### src/sv/dlr_pkg.sv
// Shared widths and constants for the DDA line rasterizer.
`timescale 1ns / 1ps
`default_nettype none

package dlr_pkg;

  // Coordinate tile and fixed-point format
  localparam int unsigned CoordRange = 64;
  localparam int unsigned CoordW     = $clog2(CoordRange);
  localparam int unsigned FracBits   = 16;
  // Slope quotient and accumulator: whole part plus fraction
  localparam int unsigned QuotW      = CoordW + FracBits;
  localparam int unsigned QuotCntW   = $clog2(QuotW);

  // Frame buffer
  localparam int unsigned PitchW     = 13;
  localparam int unsigned AddrW      = 18;
  localparam int unsigned ColorW     = 32;
  localparam int unsigned MulCntW    = $clog2(CoordW);

  localparam logic [PitchW-1:0]   PitchReset = PitchW'(64);
  localparam logic [FracBits-1:0] FracHalf   = FracBits'(1) << (FracBits - 1);

endpackage

`default_nettype wire

### src/sv/dlr_divider.sv
// Bit-serial restoring divider for the slope: (magnitude << FracBits) / span.
`timescale 1ns / 1ps
`default_nettype none

module dlr_divider (
  input  wire logic                          clk_i,
  input  wire logic                          rst_ni,
  input  wire logic                          start_i,
  input  wire logic [dlr_pkg::CoordW-1:0]    magnitude_i,
  input  wire logic [dlr_pkg::CoordW-1:0]    divisor_i,
  output logic                               busy_o,
  output logic [dlr_pkg::QuotW-1:0]          quotient_o
);

  logic                           run_q, run_d;
  logic [dlr_pkg::QuotCntW-1:0]   cnt_q, cnt_d;
  logic [dlr_pkg::QuotW-1:0]      dvd_q, dvd_d;
  logic [dlr_pkg::QuotW-1:0]      quot_q, quot_d;
  logic [dlr_pkg::CoordW-1:0]     rem_q, rem_d;
  logic [dlr_pkg::CoordW-1:0]     div_q, div_d;
  logic [dlr_pkg::CoordW:0]       shifted;
  logic [dlr_pkg::CoordW+1:0]     trial;

  // Shift in one dividend bit and try the subtract
  always_comb begin
    shifted = {rem_q, dvd_q[dlr_pkg::QuotW-1]};
    trial   = {1'b0, shifted} - {2'b00, div_q};
    run_d   = run_q;
    cnt_d   = cnt_q;
    dvd_d   = dvd_q;
    quot_d  = quot_q;
    rem_d   = rem_q;
    div_d   = div_q;
    if (start_i) begin
      run_d  = 1'b1;
      cnt_d  = dlr_pkg::QuotCntW'(dlr_pkg::QuotW - 1);
      dvd_d  = {magnitude_i, {dlr_pkg::FracBits{1'b0}}};
      rem_d  = '0;
      div_d  = divisor_i;
    end else if (run_q) begin
      dvd_d = {dvd_q[dlr_pkg::QuotW-2:0], 1'b0};
      if (trial[dlr_pkg::CoordW+1]) begin
        rem_d  = shifted[dlr_pkg::CoordW-1:0];
        quot_d = {quot_q[dlr_pkg::QuotW-2:0], 1'b0};
      end else begin
        rem_d  = trial[dlr_pkg::CoordW-1:0];
        quot_d = {quot_q[dlr_pkg::QuotW-2:0], 1'b1};
      end
      if (cnt_q == '0) begin
        run_d = 1'b0;
      end else begin
        cnt_d = cnt_q - 1'b1;
      end
    end
  end

  // Hold control under reset
  always_ff @(posedge clk_i or negedge rst_ni) begin
    if (!rst_ni) begin
      run_q <= 1'b0;
      cnt_q <= '0;
    end else begin
      run_q <= run_d;
      cnt_q <= cnt_d;
    end
  end

  // Datapath registers
  always_ff @(posedge clk_i) begin
    dvd_q  <= dvd_d;
    quot_q <= quot_d;
    rem_q  <= rem_d;
    div_q  <= div_d;
  end

  assign busy_o     = run_q;
  assign quotient_o = quot_q;

endmodule

`default_nettype wire

### src/sv/dlr_row_mult.sv
// Bit-serial shift-add multiplier for the first row offset y * pitch.
`timescale 1ns / 1ps
`default_nettype none

module dlr_row_mult (
  input  wire logic                          clk_i,
  input  wire logic                          rst_ni,
  input  wire logic                          start_i,
  input  wire logic [dlr_pkg::CoordW-1:0]    row_i,
  input  wire logic [dlr_pkg::PitchW-1:0]    pitch_i,
  output logic                               busy_o,
  output logic [dlr_pkg::AddrW-1:0]          product_o
);

  logic                           run_q, run_d;
  logic [dlr_pkg::MulCntW-1:0]    cnt_q, cnt_d;
  logic [dlr_pkg::CoordW-1:0]     row_q, row_d;
  logic [dlr_pkg::AddrW-1:0]      prod_q, prod_d;
  logic [dlr_pkg::AddrW-1:0]      addend;

  // Take one multiplier bit per cycle, most significant first
  always_comb begin
    addend = row_q[dlr_pkg::CoordW-1] ? dlr_pkg::AddrW'(pitch_i) : '0;
    run_d  = run_q;
    cnt_d  = cnt_q;
    row_d  = row_q;
    prod_d = prod_q;
    if (start_i) begin
      run_d  = 1'b1;
      cnt_d  = dlr_pkg::MulCntW'(dlr_pkg::CoordW - 1);
      row_d  = row_i;
      prod_d = '0;
    end else if (run_q) begin
      prod_d = {prod_q[dlr_pkg::AddrW-2:0], 1'b0} + addend;
      row_d  = {row_q[dlr_pkg::CoordW-2:0], 1'b0};
      if (cnt_q == '0) begin
        run_d = 1'b0;
      end else begin
        cnt_d = cnt_q - 1'b1;
      end
    end
  end

  always_ff @(posedge clk_i or negedge rst_ni) begin
    if (!rst_ni) begin
      run_q <= 1'b0;
      cnt_q <= '0;
    end else begin
      run_q <= run_d;
      cnt_q <= cnt_d;
    end
  end

  always_ff @(posedge clk_i) begin
    row_q  <= row_d;
    prod_q <= prod_d;
  end

  assign busy_o    = run_q;
  assign product_o = prod_q;

endmodule

`default_nettype wire

### src/sv/dda_line_rasterizer_unit.sv
// Top level of the DDA line rasterizer: setup, stepping and pixel output.
`timescale 1ns / 1ps
`default_nettype none

// A line is taken when start is high and busy is low. The slope is found by a
// bit-serial divider, one quotient bit per cycle over 22 bits, while a
// bit-serial multiplier forms the first row offset; the line then emits one
// pixel write per cycle along its major axis. Each pixel is shown for exactly
// one cycle with pixel_valid_o high, and the receiver cannot stall it.
// last_pixel_o marks the final pixel. The row pitch is written through the
// cfg port, which is always ready; write it only while busy is low.
module dda_line_rasterizer_unit (
  input  wire logic                          clk_i,
  input  wire logic                          rst_ni,
  // Line command
  input  wire logic                          start,
  output logic                               busy,
  input  wire logic [dlr_pkg::CoordW-1:0]    start_x_i,
  input  wire logic [dlr_pkg::CoordW-1:0]    start_y_i,
  input  wire logic [dlr_pkg::CoordW-1:0]    end_x_i,
  input  wire logic [dlr_pkg::CoordW-1:0]    end_y_i,
  input  wire logic [dlr_pkg::ColorW-1:0]    line_color_i,
  // Pixel writes
  output logic                               pixel_valid_o,
  output logic [dlr_pkg::CoordW-1:0]         pixel_x_o,
  output logic [dlr_pkg::CoordW-1:0]         pixel_y_o,
  output logic [dlr_pkg::AddrW-1:0]          word_address_o,
  output logic [dlr_pkg::ColorW-1:0]         pixel_color_o,
  output logic                               last_pixel_o,
  // Row pitch register
  input  wire logic                          cfg_valid_i,
  output logic                               cfg_ready_o,
  input  wire logic [dlr_pkg::PitchW-1:0]    cfg_data_i
);

  typedef enum logic [1:0] {
    StIdle,
    StCalc,
    StStep
  } state_e;

  localparam int unsigned CW = dlr_pkg::CoordW;
  localparam int unsigned QW = dlr_pkg::QuotW;
  localparam int unsigned AW = dlr_pkg::AddrW;

  state_e                 state_q, state_d;
  logic [dlr_pkg::PitchW-1:0] pitch_q;

  // Per-line registers
  logic                   mode_y_q, mode_y_d;
  logic                   neg_q, neg_d;
  logic [CW-1:0]          major_q, major_d;
  logic [CW-1:0]          minor_q, minor_d;
  logic [CW-1:0]          cnt_q, cnt_d;
  logic [QW-1:0]          accb_q, accb_d;
  logic [AW-1:0]          row_q, row_d;
  logic [dlr_pkg::ColorW-1:0] color_q, color_d;

  // Output registers
  logic                   ovalid_q, ovalid_d;
  logic [CW-1:0]          ox_q, ox_d;
  logic [CW-1:0]          oy_q, oy_d;
  logic [AW-1:0]          oaddr_q, oaddr_d;
  logic                   olast_q, olast_d;

  // Setup decode
  logic                   accept;
  logic [CW:0]            dx, dy, dmin;
  logic [CW-1:0]          adx, ady;
  logic                   in_mode_y, in_swap;
  logic [CW-1:0]          xa, ya, xb, yb;
  logic [CW-1:0]          maj0, maj1, min0, min1, mag;

  // Serial units
  logic                   div_busy, mul_busy;
  logic [QW-1:0]          quotient;
  logic [AW-1:0]          product;

  // Stepping
  logic [QW-1:0]          accb_base;
  logic [CW-1:0]          next_minor;
  logic [CW-1:0]          cur_x, cur_y;
  logic [AW-1:0]          pitch_ext;

  assign accept      = start && (state_q == StIdle);
  assign cfg_ready_o = 1'b1;

  // Pick the major axis and order the endpoints so stepping goes upward
  always_comb begin
    dx        = {1'b0, end_x_i} - {1'b0, start_x_i};
    dy        = {1'b0, end_y_i} - {1'b0, start_y_i};
    adx       = dx[CW] ? CW'(-dx) : dx[CW-1:0];
    ady       = dy[CW] ? CW'(-dy) : dy[CW-1:0];
    in_mode_y = (start_x_i == end_x_i) || (ady > adx);
    in_swap   = in_mode_y ? (start_y_i > end_y_i) : (start_x_i > end_x_i);
    xa        = in_swap ? end_x_i : start_x_i;
    ya        = in_swap ? end_y_i : start_y_i;
    xb        = in_swap ? start_x_i : end_x_i;
    yb        = in_swap ? start_y_i : end_y_i;
    maj0      = in_mode_y ? ya : xa;
    maj1      = in_mode_y ? yb : xb;
    min0      = in_mode_y ? xa : ya;
    min1      = in_mode_y ? xb : yb;
    dmin      = {1'b0, min1} - {1'b0, min0};
    mag       = dmin[CW] ? CW'(-dmin) : dmin[CW-1:0];
  end

  dlr_divider u_divider (
    .clk_i       (clk_i),
    .rst_ni      (rst_ni),
    .start_i     (accept),
    .magnitude_i (mag),
    .divisor_i   (maj1 - maj0),
    .busy_o      (div_busy),
    .quotient_o  (quotient)
  );

  dlr_row_mult u_row_mult (
    .clk_i     (clk_i),
    .rst_ni    (rst_ni),
    .start_i   (accept),
    .row_i     (ya),
    .pitch_i   (pitch_q),
    .busy_o    (mul_busy),
    .product_o (product)
  );

  // Sequence setup and stepping
  always_comb begin
    accb_base  = {minor_q, dlr_pkg::FracHalf};
    next_minor = accb_q[QW-1 -: CW];
    cur_x      = mode_y_q ? minor_q : major_q;
    cur_y      = mode_y_q ? major_q : minor_q;
    pitch_ext  = AW'(pitch_q);

    state_d  = state_q;
    mode_y_d = mode_y_q;
    neg_d    = neg_q;
    major_d  = major_q;
    minor_d  = minor_q;
    cnt_d    = cnt_q;
    accb_d   = accb_q;
    row_d    = row_q;
    color_d  = color_q;
    ovalid_d = 1'b0;
    ox_d     = ox_q;
    oy_d     = oy_q;
    oaddr_d  = oaddr_q;
    olast_d  = olast_q;

    case (state_q)
      StIdle: begin
        if (accept) begin
          state_d  = StCalc;
          mode_y_d = in_mode_y;
          neg_d    = dmin[CW];
          major_d  = maj0;
          minor_d  = min0;
          cnt_d    = maj1 - maj0;
          color_d  = line_color_i;
        end
      end
      StCalc: begin
        // Load the biased accumulator one step ahead of the current pixel
        if (!div_busy && !mul_busy) begin
          state_d = StStep;
          accb_d  = neg_q ? (accb_base - quotient) : (accb_base + quotient);
          row_d   = product;
        end
      end
      StStep: begin
        // Emit the current pixel and advance one step
        ovalid_d = 1'b1;
        ox_d     = cur_x;
        oy_d     = cur_y;
        oaddr_d  = AW'(cur_x) + row_q;
        olast_d  = (cnt_q == '0);
        major_d  = major_q + 1'b1;
        minor_d  = next_minor;
        accb_d   = neg_q ? (accb_q - quotient) : (accb_q + quotient);
        cnt_d    = cnt_q - 1'b1;
        if (mode_y_q || (next_minor > minor_q)) begin
          row_d = row_q + pitch_ext;
        end else if (next_minor < minor_q) begin
          row_d = row_q - pitch_ext;
        end
        if (cnt_q == '0) begin
          state_d = StIdle;
        end
      end
      default: begin
        state_d = StIdle;
      end
    endcase
  end

  // Hold state, output strobe and the pitch register
  always_ff @(posedge clk_i or negedge rst_ni) begin
    if (!rst_ni) begin
      state_q  <= StIdle;
      ovalid_q <= 1'b0;
      pitch_q  <= dlr_pkg::PitchReset;
    end else begin
      state_q  <= state_d;
      ovalid_q <= ovalid_d;
      if (cfg_valid_i && cfg_ready_o) begin
        pitch_q <= cfg_data_i;
      end
    end
  end

  // Line and pixel payload
  always_ff @(posedge clk_i) begin
    mode_y_q <= mode_y_d;
    neg_q    <= neg_d;
    major_q  <= major_d;
    minor_q  <= minor_d;
    cnt_q    <= cnt_d;
    accb_q   <= accb_d;
    row_q    <= row_d;
    color_q  <= color_d;
    ox_q     <= ox_d;
    oy_q     <= oy_d;
    oaddr_q  <= oaddr_d;
    olast_q  <= olast_d;
  end

  assign busy           = (state_q != StIdle);
  assign pixel_valid_o  = ovalid_q;
  assign pixel_x_o      = ox_q;
  assign pixel_y_o      = oy_q;
  assign word_address_o = oaddr_q;
  assign pixel_color_o  = color_q;
  assign last_pixel_o   = olast_q;

endmodule

`default_nettype wire
### config.mk
export PLATFORM = sky130hd
export DESIGN_NAME = dda_line_rasterizer_unit
export DESIGN_NICKNAME = d
export VERILOG_FILES = /design/src/sv/dlr_pkg.sv /design/src/sv/dlr_divider.sv /design/src/sv/dlr_row_mult.sv /design/src/sv/dda_line_rasterizer_unit.sv
export SDC_FILE = /design/constraint.sdc
export NUM_CORES = 1
export LEC_CHECK = 0
export BUFFER_PORTS_ARGS = -buffer_cell sky130_fd_sc_hd__buf_4
export CORE_ASPECT_RATIO = 0.75
export CORE_MARGIN = 10
export CORE_UTILIZATION = 40
export CTS_BUF_LIST = sky130_fd_sc_hd__clkbuf_4 sky130_fd_sc_hd__clkbuf_8
export CTS_CLUSTER_DIAMETER = 50
export DETAILED_ROUTE_END_ITERATION = 7
export PLACE_DENSITY = 0.67
export RECOVER_POWER = 25
export REMOVE_ABC_BUFFERS = 1
export SLEW_MARGIN = 40
export SYNTH_ARGS = -nofsm -noshare
export SYNTH_HDL_FRONTEND = slang
export SYNTH_SLANG_ARGS = --single-unit
export TNS_END_PERCENT = 30
### constraint.sdc
create_clock -name clk_i -period 9.8 [get_ports clk_i]
set_input_delay 0.49 -clock clk_i [delete_from_list [all_inputs] [get_ports clk_i]]
set_output_delay 0.49 -clock clk_i [all_outputs]
set_load 0.005 [all_outputs]
==> results of run 1 <==
[layout by cell type, fill, tap and decap left out, types with 4 or more instances in the layout]
cell / instances
sky130_fd_sc_hd__o211ai_1: 4
sky130_fd_sc_hd__nand2b_1: 28
sky130_fd_sc_hd__edfxtp_1: 163
sky130_fd_sc_hd__mux2i_1: 57
sky130_fd_sc_hd__fa_1: 11
sky130_fd_sc_hd__nand3_1: 21
sky130_fd_sc_hd__nand3b_1: 4
sky130_fd_sc_hd__ha_1: 123
sky130_fd_sc_hd__or3_1: 6
sky130_fd_sc_hd__xor2_1: 47
sky130_fd_sc_hd__o21ai_0: 81
sky130_fd_sc_hd__or2_2: 4
sky130_fd_sc_hd__dfxtp_1: 24
sky130_fd_sc_hd__nand2_1: 111
sky130_fd_sc_hd__nor3_1: 30
sky130_fd_sc_hd__xnor2_1: 107
sky130_fd_sc_hd__nor2_1: 104
sky130_fd_sc_hd__clkbuf_8: 39
sky130_fd_sc_hd__a21o_1: 36
sky130_fd_sc_hd__nand4_1: 4
sky130_fd_sc_hd__o21bai_1: 10
sky130_fd_sc_hd__o21a_1: 16
sky130_fd_sc_hd__mux2_2: 42
sky130_fd_sc_hd__clkbuf_1: 4
sky130_fd_sc_hd__o31ai_1: 8
sky130_fd_sc_hd__nor2b_1: 17
sky130_fd_sc_hd__buf_4: 106
sky130_fd_sc_hd__nor4_1: 8
sky130_fd_sc_hd__a211oi_1: 10
sky130_fd_sc_hd__and2_1: 13
sky130_fd_sc_hd__and3_1: 10
sky130_fd_sc_hd__a21boi_0: 6
sky130_fd_sc_hd__inv_1: 91
sky130_fd_sc_hd__clkinv_1: 8
sky130_fd_sc_hd__clkbuf_4: 47
sky130_fd_sc_hd__a31oi_1: 8
sky130_fd_sc_hd__dfrtp_1: 25
sky130_fd_sc_hd__a21oi_1: 100
[routing by layer]
layer,track usage,routed length [um],vias up
met5,0,0,-
li1,-,-,5425
met3,0.0339,2270,56
met1,0.226,17800,5173
met4,0.0384,649,0
met2,0.236,15400,292
[area by class of cell]
class                   count  area share
well taps                 465      0.0346
clock buffers              52      0.0377
multi-input cells        1084       0.476
inverters                  93      0.0208
clock inverters            13     0.00655
flip-flops and latches    213       0.358
repair buffers            147      0.0656
[worst max-delay path: cells and delay by family]
kind,cells,cell delay (ps)
simple gates,4,510
mux,2,970
xor+xnor,2,320
compound gates,13,2760
buf+inv,5,530
fa+ha+maj,5,1440
[through the flow]
step / utilization / std cells / setup WS (ps) / area, sq um
final: 0.469 / 2067 / 3070 / 16800
after global placement: 0.448 / 2000 / 2600 / 16100
after CTS: 0.469 / 2067 / 3100 / 16800
after floorplan: - / 1390 / 3340 / 14400
after global routing: 0.469 / 2067 / 2420 / 16800
after detailed placement: 0.448 / 2001 / 2540 / 16100
[timing repair]
item,4_1_cts,5_1_grt
endpoints found under the hold margin,25,0
endpoints found under the setup margin,0,0
hold buffers,1,0
[state kept, by name, indices dropped and copies added (netlist names), 13 cells and up]
signal                cells
pixel_color_o            32
accb_q                   22
u_divider.quotient_o     22
row_q                    18
u_row_mult.product_o     18
word_address_o           18
pitch_q                  13
[worst min path at each step]
stage	start	end	slack, ps	depth (start not counted)
after floorplan	rst_ni	pitch_q[0]	190	0
after global placement	rst_ni	u_row_mult.cnt_q[2]	450	1
after detailed placement	rst_ni	u_row_mult.cnt_q[0]	450	1
after CTS	line_color_i[28]	pixel_color_o[28]	90	1
after global routing	line_color_i[28]	pixel_color_o[28]	110	1
final	line_color_i[28]	pixel_color_o[28]	140	1
[kinds of logic after synthesis]
group	count (synthesis)	share of synthesized area
AND/OR/NAND/NOR	372	0.121
other	1	0.000258
adder cells (fa/ha/maj)	134	0.121
AO/OA/AOI/OAI	321	0.140
XOR/XNOR	154	0.0928
buffers and inverters	132	0.0350
flip-flops	213	0.415
multiplexers	102	0.0749
==> summary.md, run 1 <==
The flow ran to the end, but the final reports show violations. The checks that failed: max-capacitance violations, max-slew violations. The largest total area in the synthesized netlist belongs to sky130_fd_sc_hd__edfxtp_1. The commonest cells after synthesis are 163 x sky130_fd_sc_hd__edfxtp_1, 123 x sky130_fd_sc_hd__ha_1, 111 x sky130_fd_sc_hd__nand2_1. Across the whole layout, storage elements account for 6030 sq um. Cell type with the highest occurrence count on the critical path: sky130_fd_sc_hd__a21oi_1. Leading cell type by number of instances after synthesis: sky130_fd_sc_hd__edfxtp_1. The number of warnings reported in the yosys synthesis log is 0. The run gives 14,500 sq um as the synthesized cell area. TritonCTS built the clock tree. No sink is reached through more buffers than the 3 on the longest clock path. The post-CTS resize count was 0.

The share of the cycle needed by the critical path after routing came out at 0.687. After global routing the overflow that remains totals 0. The max-slew violation total from the final report is 72.

The logs give 1,429 for the gate count after technology mapping and 0.405 for the initial core utilization. The area added between synthesis and finish was 15.7%. Final hold violation count: 0. The tools report the DRC violations left as 0. The tools report the via count of the first global-routing pass as 10,400. After legalization and detailed placement, the total HPWL measured 27,600 um. The run gives 0 as the antenna violation net count after detailed routing. For this run, the leading register cell type out of synthesis is sky130_fd_sc_hd__edfxtp_1.

The cell depth of the worst flop-to-flop path works out to 16. After synthesis, the cell types taking the most area are sky130_fd_sc_hd__edfxtp_1 34%, sky130_fd_sc_hd__ha_1 11%, sky130_fd_sc_hd__xnor2_1 6.4%. Clock tree synthesis selected as its root buffer the cell sky130_fd_sc_hd__clkbuf_8. The critical path's largest stage delay was 660 ps; the average wire length per cell after detail routing was 17.4 um.

STA classifies the critical path endpoint as a flip-flop. Data arrives at the worst endpoint at 7010 ps. The run gives 0.158 as the total global routing track utilization. The height of the chip works out to 185 um.

The count of nets after finishing was 1,783. Pin placement for this block handled 139 I/O pins. The maximum level of the CTS H-tree came out at 2. The portion of the post-synthesis area used by sequential elements is 0.415, and the flip-flop and latch count after synthesis is 213. Hold is met by 136 ps. The number of different library cells used by synthesis comes to 74. Summing all multi-input logic gate instances after layout gives 8010 sq um.

Entering global routing, the biggest net connects 72 pins. Clock tree synthesis found a total of 213 sinks. From left edge to right edge, the die measures 240 um. Capturing element of the worst setup path: u_divider.dvd_q[20]. The worst setup path is of the primary input to flip-flop kind.

Of all nets on the critical path, the largest fanout is 18. Subtracting the final worst setup slack from the clock period gives 6730 ps. The share of flip-flops with an asynchronous set or reset after synthesis was 0.122. The worst setup path is launched from a primary input.

The number of vias per cell is 5.30, and the layout cell share with drive strength beyond 1 is 0.164. The area of the core region came out at 35,900 sq um. The data required time at the worst endpoint is 10,080 ps.

The tool flagged a number of max-cap violations equal to 2. Clock latency on the worst-skew pair, taken at its later pin, is 550 ps. Setup repair after global routing left no endpoint under its margin. In this run the tool buffered the top-level ports with 137 buffer cells. The congestion estimate from routability-driven global placement came to 0.879. The initial antenna violation count was 0. The fraction of post-synthesis cell area in the top cell type by area was 0.337.

The tools report the violation count after the first detailed-routing iteration as 795. The reg-to-reg critical path startpoint is minor_q[3]. The repair_antennas step left the layout with diodes totalling 0. For the via count, the log shows 10,900.

The logs give 0 ps for the final sum of negative setup slack and -0.193 for the worst slew margin relative to its limit. The slowest stage of the critical path is the sky130_fd_sc_hd__mux2i_4 cell. Wires add up to 36,100 um. The path class of the tightest hold or removal check is primary input to flip-flop. The synthesized design contains 163 enable-type register cells.

The average instance in the mapped netlist occupies 10.2 sq um. The iteration count of the initial detailed-routing pass is 5. Worst setup path startpoint: end_y_i[0].

The run gives 44,400 sq um as the floorplan die area. The first global-routing pass estimated 56,300 um of wire. The clock-pin slew on the worst setup and hold paths came out at 70 ps. The transition time at the pin with the least slew margin works out to 1790 ps.

Buffers inserted during clock tree synthesis total 37. Row generation in the floorplan step produced 60 rows. Setup slack on the worst reg-to-reg path comes out at 4830 ps. Once the clock tree was built, the setup fixing pass inserted 0 buffers. The endpoint identified for the worst register-to-register timing path is row_q[16]. Between clock sinks in the finished design, the worst skew comes to 23.1 ps. The fmax was 0.149 GHz. The total setup violations reported at the end of the flow is 0, and the filler cell count in the final layout is 3,339.
Power of run 1 is not shown: default switching activity piles up to over one toggle a cycle in this logic, so the estimate is an artifact.
==> run 2: changes to the inputs <==
- clock period: 9.8 -> 6.25 ns (I/O delays scaled with it)
==> run 2 against run 1 <==
The run still ends with max-capacitance violations, max-slew violations left. Via count grew 2.6%. Flip-flop and latch count is the same. Sequential share of layout area shrank 0.84 points. Setup slack lost 2400 ps. Critical endpoint is now cnt_q[5]. First-iteration DRC count grew 7.4%. Clock skew grew 2.7 ps. Die area is the same. Routed wire length grew 4.1%. Design area grew 2.4%. Critical path depth shrank 3. Non-clock buffer count grew 51.
==> summary.md, run 2 (synthesis results as in run 1) <==
The count of non-filler cells in the finished layout is 2,114 (+2.3%), and the internal reg-to-reg setup slack is 1670 ps (-3160 ps). The number of port buffers was 137 (unchanged). Compared with the post-synthesis result, the final layout area differs by 18.5%. The largest clock skew in the final design was 25.8 ps (+2.72 ps); the initial core utilization was 0.405 (unchanged). Total grt overflow: 0 (unchanged). The class of the worst hold path was primary input to flip-flop. The total setup violations reported at the end of the flow was 0 (unchanged); the register area was 6030 sq um (unchanged). The clock net sink count was 213 (unchanged). The library cells used most frequently in the layout, excluding fill and tap cells, are 163 x sky130_fd_sc_hd__edfxtp_1, 123 x sky130_fd_sc_hd__ha_1, 111 x sky130_fd_sc_hd__nand2_1. The iteration count of the initial detailed-routing pass is 5 (unchanged), and the height of the chip is 185 um (unchanged). The HPWL after detailed placement is 28,000 um (+1.4%), and the area of the core region is 35,900 sq um (unchanged). The final design utilization is 0.480 (+0.0113), and the violation count after the first detailed-routing iteration is 854 (+7.4%). The logs give 0 (unchanged) for the antenna violation net count after detailed routing and 85 (+18%) for the pin count of the biggest net entering global routing. TritonCTS built the clock tree. The number of vias per cell is 5.31 (+0.33%), and the post-route worst hold slack is 9.41 ps (-126 ps). The worst setup path is captured at a flip-flop. The average wire length per cell after detail routing is 17.7 um (+1.7%). The most common cell after layout, fill and taps aside is sky130_fd_sc_hd__edfxtp_1.

The number of top-level pins is 139 (unchanged), and the final antenna diode count is 0 (unchanged). The run finished, with violations left. The layout cell share with drive strength beyond 1 came out at 0.159 (-0.00405). The run gives 0 (unchanged) as the DRC violations left.

The run gives 2 (unchanged) as the maximum level of the CTS H-tree. The clock tree buffer depth is 3 (unchanged), and the number of buffers added for setup after CTS is 0 (unchanged). The area used by multi-input combinational logic is 8010 sq um (about the same), and the initial antenna violation count is 0 (unchanged). The tools report the kind of launch point of the worst setup path as a primary input.

For the worst slew margin relative to its limit, the log shows -0.203 (-0.00998). First-pass GRT wire length: 59,700 um (+6.0%). The share of the cycle needed by the critical path after routing was 0.895. Die span in x: 240 um (unchanged). Clock-pin slew on the worst setup and hold paths: 70 ps (about the same). Number of flip-flops in the largest register: 32 (unchanged).

The final weighted congestion in routability-driven placement is 0.886 (+0.82%), and the top fanout value on the critical path is 9 (-9). In this run the clock root is driven by a sky130_fd_sc_hd__clkbuf_8. The clock latency on the worst-skew pair is 570 ps (+20 ps), and the final hold violation count is 0 (unchanged). For the total global routing track utilization, the log shows 0.167 (+0.00962). Setup repair after global routing left no endpoint under its margin.

The filler cell count in the final layout came out at 3,284 (-1.6%). The checks that failed: max-capacitance violations, max-slew violations. The post-placement cell count is 2,008 (+0.35%). The count of nets after finishing is 1,832 (+2.7%), and the number of violations of the max-capacitance limit is 1 (-1).

The logs give 60 (unchanged) for the site row count and 0.179 GHz for the fmax. The floorplan die area is 44,400 sq um (unchanged), and the via count is 11,200 (+2.6%). The via count of the first global-routing pass was 11,100 (+6.3%); the data required time at the worst endpoint was 6560 ps (-3520 ps). Minimum clock period after layout: 5600 ps.

Max-slew violation total from the final report: 27 (-63%). The run gives 5910 ps (-1100 ps) as the arrival time reported for the critical path endpoint. Category of the most critical setup path: primary input to flip-flop. The transition time at the pin with the least slew margin was 1800 ps (+15.0 ps); the aggregate routed wire length was 37,500 um (+4.1%). The run gives 35 (-5.4%) as the number of buffers created by CTS.
run 2: what timing repair did:
| action | CTS | global route |
|---|---|---|
| endpoints found under the setup margin | 0 | 1 |
| gates resized for setup | 0 | 1 |
| hold endpoints to repair | 69 | 0 |
| hold buffers | 45 | 0 |
run 2: cell type report:
type,count,area share
Sequential cell,213,0.350
Tap cell,465,0.0338
Multi-Input combinational cell,1084,0.465
Inverter,93,0.0203
Clock buffer,41,0.0310
Timing Repair Buffer,198,0.0909
Clock inverter,20,0.00865
run 2: metal layers:
layer | share of wire | track usage
met4 | 0.018 | 0.0424
met1 | 0.47 | 0.232
met3 | 0.074 | 0.0340
met5 | 0 | 0
met2 | 0.44 | 0.260
run 2: worst max-delay path, stage by stage:
cell	delay, ps
sky130_fd_sc_hd__buf_4	120
sky130_fd_sc_hd__inv_1	40
sky130_fd_sc_hd__ha_1	150
sky130_fd_sc_hd__inv_1	50
sky130_fd_sc_hd__fa_1	390
sky130_fd_sc_hd__a21o_1	170
sky130_fd_sc_hd__a21oi_1	220
sky130_fd_sc_hd__o21bai_1	90
sky130_fd_sc_hd__a21oi_1	350
sky130_fd_sc_hd__o21ai_0	200
sky130_fd_sc_hd__xnor2_1	180
sky130_fd_sc_hd__ha_1	310
sky130_fd_sc_hd__and4_4	180
sky130_fd_sc_hd__o21ai_2	50
sky130_fd_sc_hd__o211ai_2	110
sky130_fd_sc_hd__a21oi_4	210
sky130_fd_sc_hd__mux2i_4	440
sky130_fd_sc_hd__buf_4	220
sky130_fd_sc_hd__mux2i_1	300
sky130_fd_sc_hd__mux2_2	280
sky130_fd_sc_hd__ha_1	240
sky130_fd_sc_hd__a21o_1	180
sky130_fd_sc_hd__a21o_1	200
sky130_fd_sc_hd__a21o_1	180
sky130_fd_sc_hd__a21oi_1	170
sky130_fd_sc_hd__xnor2_1	160
sky130_fd_sc_hd__xnor2_1	110
sky130_fd_sc_hd__mux2_2	280
run 2: path summary, 6_finish.rpt:
kind | from | to | cells after the start
hold reg to reg | u_divider.rem_q[2] | u_divider.rem_q[2] | 2
max in group asynchronous | rst_ni | state_q[1] | 2
setup / recovery | end_y_i[0] | cnt_q[5] | 28
hold / removal | cfg_data_i[0] | pitch_q[0] | 3
setup reg to reg | accb_q[19] | row_q[16] | 16
min in group asynchronous | rst_ni | pitch_q[0] | 2
run 2: metrics by stage:
step | TNS [ps] | instance area [sq um] | setup WS [ps]
after floorplan | -41.6 | 14400 | -34.0
after global placement | 0 | 16100 | 142
after detailed placement | -29.7 | 16100 | -29.4
after CTS | 0 | 17300 | 560
after global routing | 0 | 17200 | 169
final | 0 | 17200 | 653
Power of run 2 is left out for the same reason.
==> run 3: changes to the inputs <==
- PLACE_DENSITY: 0.67 -> 0.56
==> run 3 against run 2 <==
The run still ends with max-capacitance violations, max-slew violations left. Worst hold slack better by 61 ps. Global-route usage rose by 0.15 points. Final cell count increased by 0.76%. Fmax is 0.74% lower.
==> summary.md, run 3 (synthesis results as in run 1) <==
The logs give 28,500 um (+1.7%) for the HPWL after detailed placement and 5 (unchanged) for the iteration count of the initial detailed-routing pass. The logs give 0 (unchanged) for the final hold violation count and 34.4 ps (+8.62 ps) for the largest clock skew in the final design. The number of vias per cell is 5.21 (-1.9%). The final critical-path setup slack is 612 ps (-41.8 ps). The count of nets after finishing was 1,840 (+0.44%); the antenna violation net count after detailed routing was 0 (unchanged). The run gives 0.875 (-1.2%) as the final weighted congestion in routability-driven placement.

The height of the chip is 185 um (unchanged). The initial core utilization was 0.405 (unchanged); the layout cell share with drive strength beyond 1 was 0.171 (+0.0117). The clock latency on the worst-skew pair came out at 560 ps (about the same). The critical path's largest stage delay came out at 460 ps (+20 ps).

The number of buffers created by CTS came out at 40 (+14%). The logs give 71.4 ps (+101 ps) for the worst-case setup slack after placement and 66 (+140%) for the max-slew violation total from the final report. The violation count after the first detailed-routing iteration came out at 830 (-2.8%).

The run gives 70.8 ps (+61.3 ps) as the post-route worst hold slack. Clock tree buffer depth: 3 (unchanged). The tools report the total global routing track utilization as 0.169 (+0.00150).

The critical path in this run is classified as primary input to flip-flop. Setup repair after global routing left no endpoint under its margin. The fmax is 0.177 GHz (-0.74%). For the final antenna diode count, the log shows 0 (unchanged). The flow ran to the end, but the final reports show violations. The top fanout value on the critical path was 9 (unchanged); the number of violations of the max-capacitance limit was 2 (+1). Number of flip-flops in the largest register: 32 (unchanged). The master cell of the clock root buffer is sky130_fd_sc_hd__clkbuf_8. The run gives 60 (unchanged) as the site row count. The checks that failed: max-capacitance violations, max-slew violations. The logs give 0 (unchanged) for the initial antenna violation count and 44,400 sq um (unchanged) for the floorplan die area. The path class of the tightest hold or removal check is primary input to flip-flop. The DRC violations left was 0 (unchanged). Average wire length per cell after detail routing: 17.7 um (about the same). For the arrival time reported for the critical path endpoint, the log shows 5910 ps (about the same). The maximum level of the CTS H-tree was 2 (unchanged). The run gives 59,900 um (+0.33%) as the first-pass GRT wire length.

Clock-pin slew on the worst setup and hold paths: 60 ps (about the same). The tools report the clock net sink count as 213 (unchanged). The number of port buffers came out at 137 (unchanged). The worst slew margin relative to its limit was -0.148 (+0.0549).

The post-CTS resize count was 0 (unchanged). For the via count of the first global-routing pass, the log shows 11,000 (-0.81%). The tools report the via count as 11,100 (-1.2%). The number of top-level pins was 139 (unchanged). TritonCTS built the clock tree. The aggregate routed wire length is 37,800 um (+0.73%). STA classifies the critical path endpoint as a flip-flop. The tools report the total setup violations reported at the end of the flow as 0 (unchanged). The logs give 6520 ps (-40 ps) for the data required time at the worst endpoint and 78 (-8.2%) for the pin count of the biggest net entering global routing. In the layout the commonest cells are 163 x sky130_fd_sc_hd__edfxtp_1, 123 x sky130_fd_sc_hd__ha_1, 111 x sky130_fd_sc_hd__nand2_1. The run gives 35,900 sq um (unchanged) as the area of the core region.

Kind of cell adding the most delay to the critical path: compound AO/OA/AOI/OAI gates. The die span in x came out at 240 um (unchanged). The library cell used most frequently in the layout, excluding fill and tap cells, is sky130_fd_sc_hd__edfxtp_1.

The cell with the largest stage delay on the worst path is sky130_fd_sc_hd__mux2i_4. Compared with the post-synthesis result, the final layout area differs by 20.0%. The worst setup path is launched from a primary input. The total grt overflow was 0 (unchanged); the minimum clock period after layout was 5640 ps (+41.8 ps). The share of the cycle needed by the critical path after routing works out to 0.902 (+0.00669).

Transition time at the pin with the least slew margin: 1720 ps (-82.4 ps). Worst path buffer plus inverter count: 6 (+2).
[run 3: cell count changes in the layout (fill, tap and decap cells not counted), moves of 3 or more]
cell	previous run	this run
sky130_fd_sc_hd__clkbuf_4	46	58
sky130_fd_sc_hd__clkbuf_8	36	48
sky130_fd_sc_hd__clkbuf_1	10	6
sky130_fd_sc_hd__clkinv_1	8	4
sky130_fd_sc_hd__clkinv_2	7	3
sky130_fd_sc_hd__buf_4	101	104
[run 3: area by class of cell]
class,instances,area (sq um)
Fill cell,3326,18400
Multi-Input combinational cell,1084,8010
Sequential cell,213,6030
Timing Repair Buffer,201,1610
Clock buffer,63,773
Tap cell,465,582
Inverter,93,349
Clock inverter,11,82.6
[run 3: layer usage]
layer / wire (um) / share of wire / up-vias / track usage
met5: 0 / 0 / - / 0
met4: 603 / 0.016 / 0 / 0.0434
met3: 2450 / 0.065 / 42 / 0.0343
met2: 15300 / 0.41 / 277 / 0.241
met1: 19400 / 0.51 / 5245 / 0.252
li1: - / - / 5537 / -
[run 3: worst reg2reg max path, stage by stage, from the launching register on]
cell and delay (ps):
sky130_fd_sc_hd__edfxtp_1 460, sky130_fd_sc_hd__inv_1 110, sky130_fd_sc_hd__ha_1 250, sky130_fd_sc_hd__nor4b_2 480
sky130_fd_sc_hd__nand4_1 310, sky130_fd_sc_hd__nor2_1 300, sky130_fd_sc_hd__nor2_1 90, sky130_fd_sc_hd__xnor2_1 160
sky130_fd_sc_hd__ha_1 390, sky130_fd_sc_hd__and3_1 220, sky130_fd_sc_hd__a221o_1 360, sky130_fd_sc_hd__or2_2 300
sky130_fd_sc_hd__or3_1 300, sky130_fd_sc_hd__nor3_1 270, sky130_fd_sc_hd__o41ai_2 150, sky130_fd_sc_hd__xnor2_1 160
sky130_fd_sc_hd__a21oi_1 80
[run 3: repair_timing]
item / in CTS / in global routing
buffers inserted: 0 / 0
hold buffers: 46 / 0
hold endpoints to repair: 71 / 0
[run 3: final timing paths]
| kind | slack [ps] | startpoint | to | cells past startpoint |
|---|---|---|---|---|
| worst min register to register | 490 | u_divider.rem_q[4] | u_divider.rem_q[4] | 2 |
| worst max-delay path | 610 | end_y_i[0] | u_divider.dvd_q[20] | 30 |
| max in group asynchronous | 4490 | rst_ni | state_q[1] | 2 |
| worst min-delay path | 70 | start | state_q[0] | 3 |
| min in group asynchronous | 760 | rst_ni | u_divider.cnt_q[1] | 2 |
| worst max register to register | 1580 | u_divider.quotient_o[1] | accb_q[20] | 16 |
[run 3: stage by stage]
step	instances	TNS [ps]	utilization	instance area, sq um
2_1_floorplan	1390	-41.6	-	14400
3_3_place_gp	2009	0	0.449	16100
3_5_place_dp	2010	0	0.450	16100
4_1_cts	2130	0	0.487	17500
5_1_grt	2130	0	0.486	17400
6_report	2130	0	0.486	17400
Power of run 3 is left out for the same reason.
